File: src/design/assert_macros.svh
// Assertion macros shared by the temperature rise detector RTL.
// Self-contained; included by files that carry concurrent checks.
`ifndef ASSERT_MACROS_SVH
`define ASSERT_MACROS_SVH

// Check cons in the same cycle whenever ante holds.
`define ASSERT_IMPLIES(label, clk, rst_n, ante, cons, msg) \
  label: assert property (@(posedge clk) disable iff (!(rst_n)) (ante) |-> (cons)) \
    else $error(msg);

// Check cons in the cycle after ante holds.
`define ASSERT_NEXT(label, clk, rst_n, ante, cons, msg) \
  label: assert property (@(posedge clk) disable iff (!(rst_n)) (ante) |=> (cons)) \
    else $error(msg);

// Check expr on every clock edge outside reset.
`define ASSERT_ALWAYS(label, clk, rst_n, expr, msg) \
  label: assert property (@(posedge clk) disable iff (!(rst_n)) (expr)) \
    else $error(msg);

`endif

File: src/design/trd_pkg.sv
// Shared types and constants for the temperature rise detector.
// No dependencies.
package trd_pkg;

  localparam int SAMPLE_W = 11;
  localparam int GAS_W    = 2;
  localparam int THR_W    = 8;
  localparam int WIN_LEN  = 5;
  localparam int CNT_W    = 3;
  localparam int LVL_W    = 2;
  localparam int FILL_W   = $clog2(WIN_LEN + 1);

  localparam int SUM_W    = SAMPLE_W + 3;
  localparam int MAG_W    = SAMPLE_W + 2;
  localparam int RECIP_W  = MAG_W + 2;
  localparam int DIFF_W   = SAMPLE_W + 1;

  localparam int IN_DATA_W  = ((SAMPLE_W + GAS_W + 7) / 8) * 8;
  localparam int OUT_DATA_W = ((LVL_W + CNT_W + 7) / 8) * 8;

  localparam logic [RECIP_W-1:0] RECIP   = RECIP_W'((2 ** RECIP_W + 4) / 5);
  localparam logic [THR_W-1:0]   THR_RST = THR_W'(2);
  localparam logic [CNT_W-1:0]   CNT_MAX = CNT_W'(6);
  localparam logic [CNT_W-1:0]   CNT_ZERO = CNT_W'(0);
  localparam logic [CNT_W-1:0]   CNT_MID_LO = CNT_W'(3);
  localparam logic [CNT_W-1:0]   CNT_MID_HI = CNT_W'(4);
  localparam logic [FILL_W-1:0]  FILL_FULL = FILL_W'(WIN_LEN);
  localparam logic [GAS_W-1:0]   GAS_NONE = GAS_W'(0);

  typedef enum logic [LVL_W-1:0] {
    LVL_NORMAL    = 2'd0,
    LVL_RISING    = 2'd1,
    LVL_SUSTAINED = 2'd2
  } level_e;

  typedef struct packed {
    logic                       adv;
    logic                       shift;
    logic signed [SAMPLE_W-1:0] sample;
  } win_ctrl_t;

  typedef struct packed {
    logic                    full;
    logic signed [SUM_W-1:0] sum;
  } win_stat_t;

  typedef struct packed {
    logic [CNT_W-1:0] cnt;
    level_e           lvl;
  } hyst_t;

endpackage

File: src/design/trd_window.sv
// Sample window with running sum and fill count.
// Depends on trd_pkg.
module trd_window (
  input  logic              clk_i,
  input  logic              rst_ni,
  input  trd_pkg::win_ctrl_t ctrl_i,
  output trd_pkg::win_stat_t stat_o
);
  import trd_pkg::*;

  logic signed [SAMPLE_W-1:0] win_q [WIN_LEN];
  logic signed [SUM_W-1:0]    sum_q, sum_d;
  logic [FILL_W-1:0]          fill_q, fill_d;
  logic                       full;
  logic signed [SUM_W-1:0]    add_ext, sub_ext;

  assign full    = (fill_q == FILL_FULL);
  assign add_ext = SUM_W'(ctrl_i.sample);
  assign sub_ext = full ? SUM_W'(win_q[0]) : '0;

  always_comb begin
    sum_d  = sum_q;
    fill_d = fill_q;
    if (ctrl_i.adv && ctrl_i.shift) begin
      sum_d = sum_q + add_ext - sub_ext;
    end
    if (ctrl_i.adv && !full) begin
      fill_d = fill_q + FILL_W'(1);
    end
  end

  always_ff @(posedge clk_i or negedge rst_ni) begin
    if (!rst_ni) begin
      sum_q  <= '0;
      fill_q <= '0;
    end else begin
      sum_q  <= sum_d;
      fill_q <= fill_d;
    end
  end

  always_ff @(posedge clk_i) begin
    if (ctrl_i.adv && ctrl_i.shift) begin
      for (int k = 0; k < WIN_LEN - 1; k++) begin
        win_q[k] <= win_q[k+1];
      end
      win_q[WIN_LEN-1] <= ctrl_i.sample;
    end
  end

  assign stat_o.full = full;
  assign stat_o.sum  = sum_q;

endmodule

File: src/design/trd_mean.sv
// Window mean: signed sum divided by the window length, truncated toward zero.
// Depends on trd_pkg; uses a constant reciprocal multiply.
module trd_mean (
  input  logic signed [trd_pkg::SUM_W-1:0]    sum_i,
  output logic signed [trd_pkg::SAMPLE_W-1:0] mean_o
);
  import trd_pkg::*;

  logic                       neg;
  logic [MAG_W-1:0]           mag;
  logic [MAG_W+RECIP_W-1:0]   prod;
  logic [SAMPLE_W-1:0]        quo;

  assign neg  = sum_i[SUM_W-1];
  assign mag  = neg ? MAG_W'(-sum_i) : MAG_W'(sum_i);
  assign prod = (MAG_W + RECIP_W)'(mag) * (MAG_W + RECIP_W)'(RECIP);
  assign quo  = prod[RECIP_W +: SAMPLE_W];
  assign mean_o = neg ? $signed(-quo) : $signed(quo);

endmodule

File: src/design/trd_hyst.sv
// Rise hysteresis counter and temperature level register.
// Depends on trd_pkg.
module trd_hyst (
  input  logic           clk_i,
  input  logic           rst_ni,
  input  logic           step_i,
  input  logic           rise_i,
  output trd_pkg::hyst_t nxt_o,
  output trd_pkg::hyst_t cur_o
);
  import trd_pkg::*;

  hyst_t st_q, st_d;
  logic  mid;

  assign mid = (st_q.cnt == CNT_MID_LO) || (st_q.cnt == CNT_MID_HI);

  always_comb begin
    st_d = st_q;
    if (step_i) begin
      if (rise_i) begin
        if (st_q.cnt == CNT_MAX) begin
          st_d.lvl = LVL_SUSTAINED;
        end else begin
          if (mid) st_d.lvl = LVL_RISING;
          st_d.cnt = st_q.cnt + CNT_W'(1);
        end
      end else begin
        if (st_q.cnt == CNT_ZERO) begin
          st_d.lvl = LVL_NORMAL;
        end else begin
          if (mid) st_d.lvl = LVL_RISING;
          st_d.cnt = st_q.cnt - CNT_W'(1);
        end
      end
    end
  end

  always_ff @(posedge clk_i or negedge rst_ni) begin
    if (!rst_ni) begin
      st_q.cnt <= CNT_ZERO;
      st_q.lvl <= LVL_NORMAL;
    end else begin
      st_q <= st_d;
    end
  end

  assign nxt_o = st_d;
  assign cur_o = st_q;

endmodule

File: src/design/temperature_rise_detector.sv
// Temperature rise detector top level: input register, classify, result register.
// Path: an accepted item is held in the input register, then classified into the result register.
// Throughput: one item per cycle unless m_axis_tready holds back the result register.
// Reset (rst_ni, async low): empties both stages, clears fill count, running sum,
// rise counter and level; rise_threshold returns to 2. No clearing pass.
// Depends on trd_pkg, trd_window, trd_mean, trd_hyst, assert_macros.svh.
`include "assert_macros.svh"
module temperature_rise_detector (
  input  logic                           clk_i,
  input  logic                           rst_ni,
  input  logic                           cfg_we_i,
  input  logic [trd_pkg::THR_W-1:0]      cfg_wdata_i,
  input  logic                           s_axis_tvalid,
  output logic                           s_axis_tready,
  // [10:0] temperature, [12:11] gas_level, rest zero
  input  logic [trd_pkg::IN_DATA_W-1:0]  s_axis_tdata,
  output logic                           m_axis_tvalid,
  input  logic                           m_axis_tready,
  // [1:0] temp_level, [4:2] rise_count, rest zero
  output logic [trd_pkg::OUT_DATA_W-1:0] m_axis_tdata,
  // [0] window_full
  output logic                           m_axis_tuser
);
  import trd_pkg::*;

  logic [THR_W-1:0]           thr_q;
  logic                       in_vld_q, in_vld_d;
  logic signed [SAMPLE_W-1:0] in_temp_q;
  logic [GAS_W-1:0]           in_gas_q;
  logic                       out_vld_q, out_vld_d;
  hyst_t                      out_st_q;
  logic                       out_full_q;
  logic                       take, adv, rise;
  win_ctrl_t                  win_ctrl;
  win_stat_t                  win_stat;
  logic signed [SAMPLE_W-1:0] mean;
  logic signed [DIFF_W-1:0]   diff, thr_ext;
  hyst_t                      hyst_nxt, hyst_cur;

  assign adv           = in_vld_q && (!out_vld_q || m_axis_tready);
  assign s_axis_tready = !in_vld_q || adv;
  assign take          = s_axis_tvalid && s_axis_tready;

  always_comb begin
    in_vld_d = in_vld_q;
    if (take) in_vld_d = 1'b1;
    else if (adv) in_vld_d = 1'b0;
    out_vld_d = out_vld_q;
    if (adv) out_vld_d = 1'b1;
    else if (m_axis_tready) out_vld_d = 1'b0;
  end

  always_ff @(posedge clk_i or negedge rst_ni) begin
    if (!rst_ni) begin
      thr_q     <= THR_RST;
      in_vld_q  <= 1'b0;
      out_vld_q <= 1'b0;
    end else begin
      if (cfg_we_i) thr_q <= cfg_wdata_i;
      in_vld_q  <= in_vld_d;
      out_vld_q <= out_vld_d;
    end
  end

  always_ff @(posedge clk_i) begin
    if (take) begin
      in_temp_q <= $signed(s_axis_tdata[SAMPLE_W-1:0]);
      in_gas_q  <= s_axis_tdata[SAMPLE_W +: GAS_W];
    end
    if (adv) begin
      out_st_q   <= hyst_nxt;
      out_full_q <= win_stat.full;
    end
  end

  trd_mean u_mean (
    .sum_i  (win_stat.sum),
    .mean_o (mean)
  );

  assign diff    = DIFF_W'(in_temp_q) - DIFF_W'(mean);
  assign thr_ext = $signed({{(DIFF_W - THR_W){1'b0}}, thr_q});
  assign rise    = win_stat.full && (diff >= thr_ext);

  assign win_ctrl.adv    = adv;
  assign win_ctrl.shift  = !rise || (in_gas_q == GAS_NONE);
  assign win_ctrl.sample = in_temp_q;

  trd_window u_window (
    .clk_i  (clk_i),
    .rst_ni (rst_ni),
    .ctrl_i (win_ctrl),
    .stat_o (win_stat)
  );

  trd_hyst u_hyst (
    .clk_i  (clk_i),
    .rst_ni (rst_ni),
    .step_i (adv && win_stat.full),
    .rise_i (rise),
    .nxt_o  (hyst_nxt),
    .cur_o  (hyst_cur)
  );

  assign m_axis_tvalid = out_vld_q;
  assign m_axis_tdata  = {{(OUT_DATA_W - CNT_W - LVL_W){1'b0}}, out_st_q.cnt, out_st_q.lvl};
  assign m_axis_tuser  = out_full_q;

  `ASSERT_ALWAYS(a_cnt_range, clk_i, rst_ni, hyst_cur.cnt <= CNT_MAX, "rise counter out of range")
  `ASSERT_IMPLIES(a_fill_idle, clk_i, rst_ni, m_axis_tvalid && !m_axis_tuser, (out_st_q.cnt == CNT_ZERO) && (out_st_q.lvl == LVL_NORMAL), "counter moved while window filling")
  `ASSERT_NEXT(a_full_sticks, clk_i, rst_ni, win_stat.full, win_stat.full, "window lost its full state")

endmodule
File: config.mk
export PLATFORM = sky130hd
export DESIGN_NAME = temperature_rise_detector
export DESIGN_NICKNAME = d
export VERILOG_FILES = /design/src/design/trd_pkg.sv /design/src/design/trd_window.sv /design/src/design/trd_mean.sv /design/src/design/trd_hyst.sv /design/src/design/temperature_rise_detector.sv
export VERILOG_INCLUDE_DIRS = /design/src /design/src/design
export SDC_FILE = /design/constraint.sdc
export NUM_CORES = 1
export LEC_CHECK = 0
export BUFFER_PORTS_ARGS = -buffer_cell sky130_fd_sc_hd__buf_2
export CORE_ASPECT_RATIO = 1.1
export CORE_MARGIN = 8
export CORE_UTILIZATION = 64
export CTS_BUF_LIST = sky130_fd_sc_hd__clkbuf_16
export DETAILED_ROUTE_END_ITERATION = 12
export GPL_TIMING_DRIVEN = 0
export PLACE_DENSITY_LB_ADDON = 0.05
export SYNTH_ARGS = -nofsm -noshare
export SYNTH_HDL_FRONTEND = slang
export SYNTH_HIERARCHICAL = 1
export SYNTH_SLANG_ARGS = --single-unit
File: constraint.sdc
create_clock -name clk_i -period 13.19 [get_ports clk_i]
set_input_delay 0 -clock clk_i [delete_from_list [all_inputs] [get_ports clk_i]]
set_output_delay 0 -clock clk_i [all_outputs]
set_load 0.01 [all_outputs]
==> impl_metrics.env <==
export IMPL_drtIter0Drc=483
export IMPL_min_delay_start="cfg_we_i"
export IMPL_cts_max_level=3
export IMPL_synth_seq_cells=106
export IMPL_n_antenna_cell=0
export IMPL_synth_warning_count=6
export IMPL_setup_viol=0
export IMPL_fillers=1033
export IMPL_r2r_start="u_window/sum_q[0]"
export IMPL_drc=0
export IMPL_netlist_instances=880
export IMPL_ys_flop_type="edfxtp_1"
export IMPL_finalNonFillerCells=1149
export IMPL_status="finished, final reports clean"
export IMPL_cp_start_kind="flop"
export IMPL_max_cap_violations=0
export IMPL_period_share_pct=86.3
export IMPL_endpoint_kind="flop"
export IMPL_wirelength_um=19300
export IMPL_grt_overflow_total=0
export IMPL_cp_max_fo=64
export IMPL_avgSynthCellArea_um2=10.4
export IMPL_grt_pass1_wl_um=32900
export IMPL_hold_viol_final=0
export IMPL_vias_per_cell=5.75
export IMPL_grt_pass1_vias=6909
export IMPL_reg2reg_slack_ps=1810
export IMPL_finalInstanceArea_mm2=0.0102
export IMPL_area_growth_pct=11.5
export IMPL_fin_setup_tns_ps=0
export IMPL_post_dp_hpwl_um=15100
export IMPL_cts_path_max_buffers=2
export IMPL_worstPathArrival_ps=11670
export IMPL_synth_edf_count=74
export IMPL_placedInstanceArea_mm2=0.00953
export IMPL_startpoint="u_window/sum_q[0]"
export IMPL_netlist_area_mm2=0.00912
export IMPL_mostFrequentLayoutCell="inv_1"
export IMPL_rsz0062_at_grt="no"
export IMPL_cp_top_family="adder cells"
export IMPL_row_count=45
export IMPL_routedWlPerCell_um=16.8
export IMPL_drive_gt1_share_pct=8.74
export IMPL_slew_headroom_pct=8.92
export IMPL_clk_pin_slew_worst_paths_ps=80
export IMPL_detail_route_antenna_nets=0
export IMPL_cts_buffers=9
export IMPL_fmax_ghz=0.0879
export IMPL_die_y_um=141
export IMPL_crit_slowest_cell="buf_2"
export IMPL_gp_congestion=0.887
export IMPL_cts_tree="built"
export IMPL_holdWs_ps=195
export IMPL_synth_cell_types=78
export IMPL_cts_resized=0
export IMPL_root_buffer="clkbuf_16"
export IMPL_critPathRequiredTime_ps=13480
export IMPL_clock_sinks=106
export IMPL_maxSlewViolCount=0
export IMPL_dr_pass1_iters=5
export IMPL_final_cell_mix="179 x inv_1, 132 x ha_1, 74 x edfxtp_1, 57 x fa_1, 48 x nand2_1"
export IMPL_critPathBufInv=8
export IMPL_path_class="reg -> reg"
export IMPL_dp_cells=1103
export IMPL_fp_dieW_um=130
export IMPL_hp_class="in -> reg"
export IMPL_port_buffers=33
export IMPL_insertion_delay_ps=350
export IMPL_fin_worst_skew_ps=12.9
export IMPL_nNetsFinal=1174
export IMPL_dieArea_mm2=0.0183
export IMPL_vias=6609
export IMPL_cp_slowest_stage_delay_ps=1010
export IMPL_ys_seq_area_share_pct=33.1
export IMPL_cp_common_cell="inv_1"
export IMPL_start_util_pct=65.9
export IMPL_grt_usage_pct=22.5
export IMPL_ios=40
export IMPL_fin_crit_ps=11380
export IMPL_core_area_mm2=0.0139
export IMPL_worst_pin_slew_ps=1370
export IMPL_antenna_found_initial=0
export IMPL_grt_max_degree=65
export IMPL_synth_async_reset_ratio_pct=30.2
## worst min-delay path, stage by stage
cell and delay [ps]:
buf_2 140, clkbuf_1 210, nand2_1 90, o21ai_0 60
## cell families (layout without fill, tap and decap cells)
family | after synthesis | count (layout) | share of synthesized area, %
AOI/OAI and AO/OA | 163 | 163 | 12.9
muxes | 3 | 3 | 0.343
DFF | 106 | 106 | 33.1
and+or+nand+nor | 179 | 179 | 10.4
adders and majority gates | 189 | 189 | 30.6
xor gates and xnor gates | 43 | 43 | 4.13
other | 1 | 3 | 0.0411
buffers and inverters | 196 | 275 | 8.43
## final timing paths
check	end	depth (start not counted)
min in group asynchronous	u_window/sum_q[13]	2
max in group asynchronous	u_window/sum_q[1]	2
worst min-delay path	thr_q[4]	4
worst min register to register	u_window/win_q[0][9]	0
worst max register to register	u_window/sum_q[11]	43
worst max-delay path	u_window/sum_q[11]	43
## what timing repair did
item,4_1_cts,5_1_grt
buffers inserted,0,0
hold buffers,30,0
hold endpoints to repair,54,0
## layout make-up
cell class	instances	area, um^2	area share, %
timing repair buffer	63	465	4.58
clock inverter	7	111	1.10
clock buffer	9	225	2.21
inverter	179	672	6.61
multi-input combinational	580	5340	52.5
buffer	17	97.6	0.960
sequential	106	3020	29.7
tap	188	235	2.31
## stage by stage
step / util, % / setup WS (ps)
2_1_floorplan: - / 3650
5_1_grt: 73.4 / 1110
6_report: 73.4 / 1810
4_1_cts: 73.4 / 1930
3_5_place_dp: 68.8 / 1950
3_3_place_gp: 68.8 / 2270
## synth_stat cells (all sizes together), types with 3 or more instances
library cell	number	area (um^2)
a2111oi	3	52.6
a211oi	6	50.1
a21o	16	120
a21oi	35	183
a221oi	4	47.6
a311o	3	30.0
a31oi	4	25.0
and2	10	62.6
and3	19	124
buf	9	67.6
clkbuf	8	30.0
dfrtp	31	776
edfxtp	74	2220
fa	57	1140
ha	132	1650
inv	179	672
nand2	48	180
nand2b	14	90.1
nand3	17	85.1
nand3b	3	22.5
nand4	7	43.8
nor2	25	93.8
nor2b	7	43.8
nor3	9	45.0
o211a	3	30.0
o211ai	4	30.0
o21a	8	60.1
o21ai	41	209
o21bai	4	30.0
o221ai	4	41.3
o31ai	10	85.1
or2	5	31.3
or3	4	25.0
or4	3	22.5
xnor2	28	245
xor2	15	131
## registers in the layout, summed over array words and instances (netlist names)
signal	count
u_window/fill_q	3
m_axis_tuser	1
m_axis_tvalid	1
m_axis_tdata	5
u_window/sum_q	14
in_temp_q	11
u_window/win_q	55
thr_q	8
in_vld_q	1
in_gas_q	2
u_hyst/cur_o	5
## routing by layer
metal	global-route usage (%)	up-vias	wire length, um
met4	6.79	0	353
met1	28.8	3208	8080
met5	0	-	0
li1	-	3156	-
met2	38.1	209	9730
met3	3.70	36	1110
Power is not shown: default switching activity piles up to over one toggle a cycle in this logic, so the estimate is an artifact.
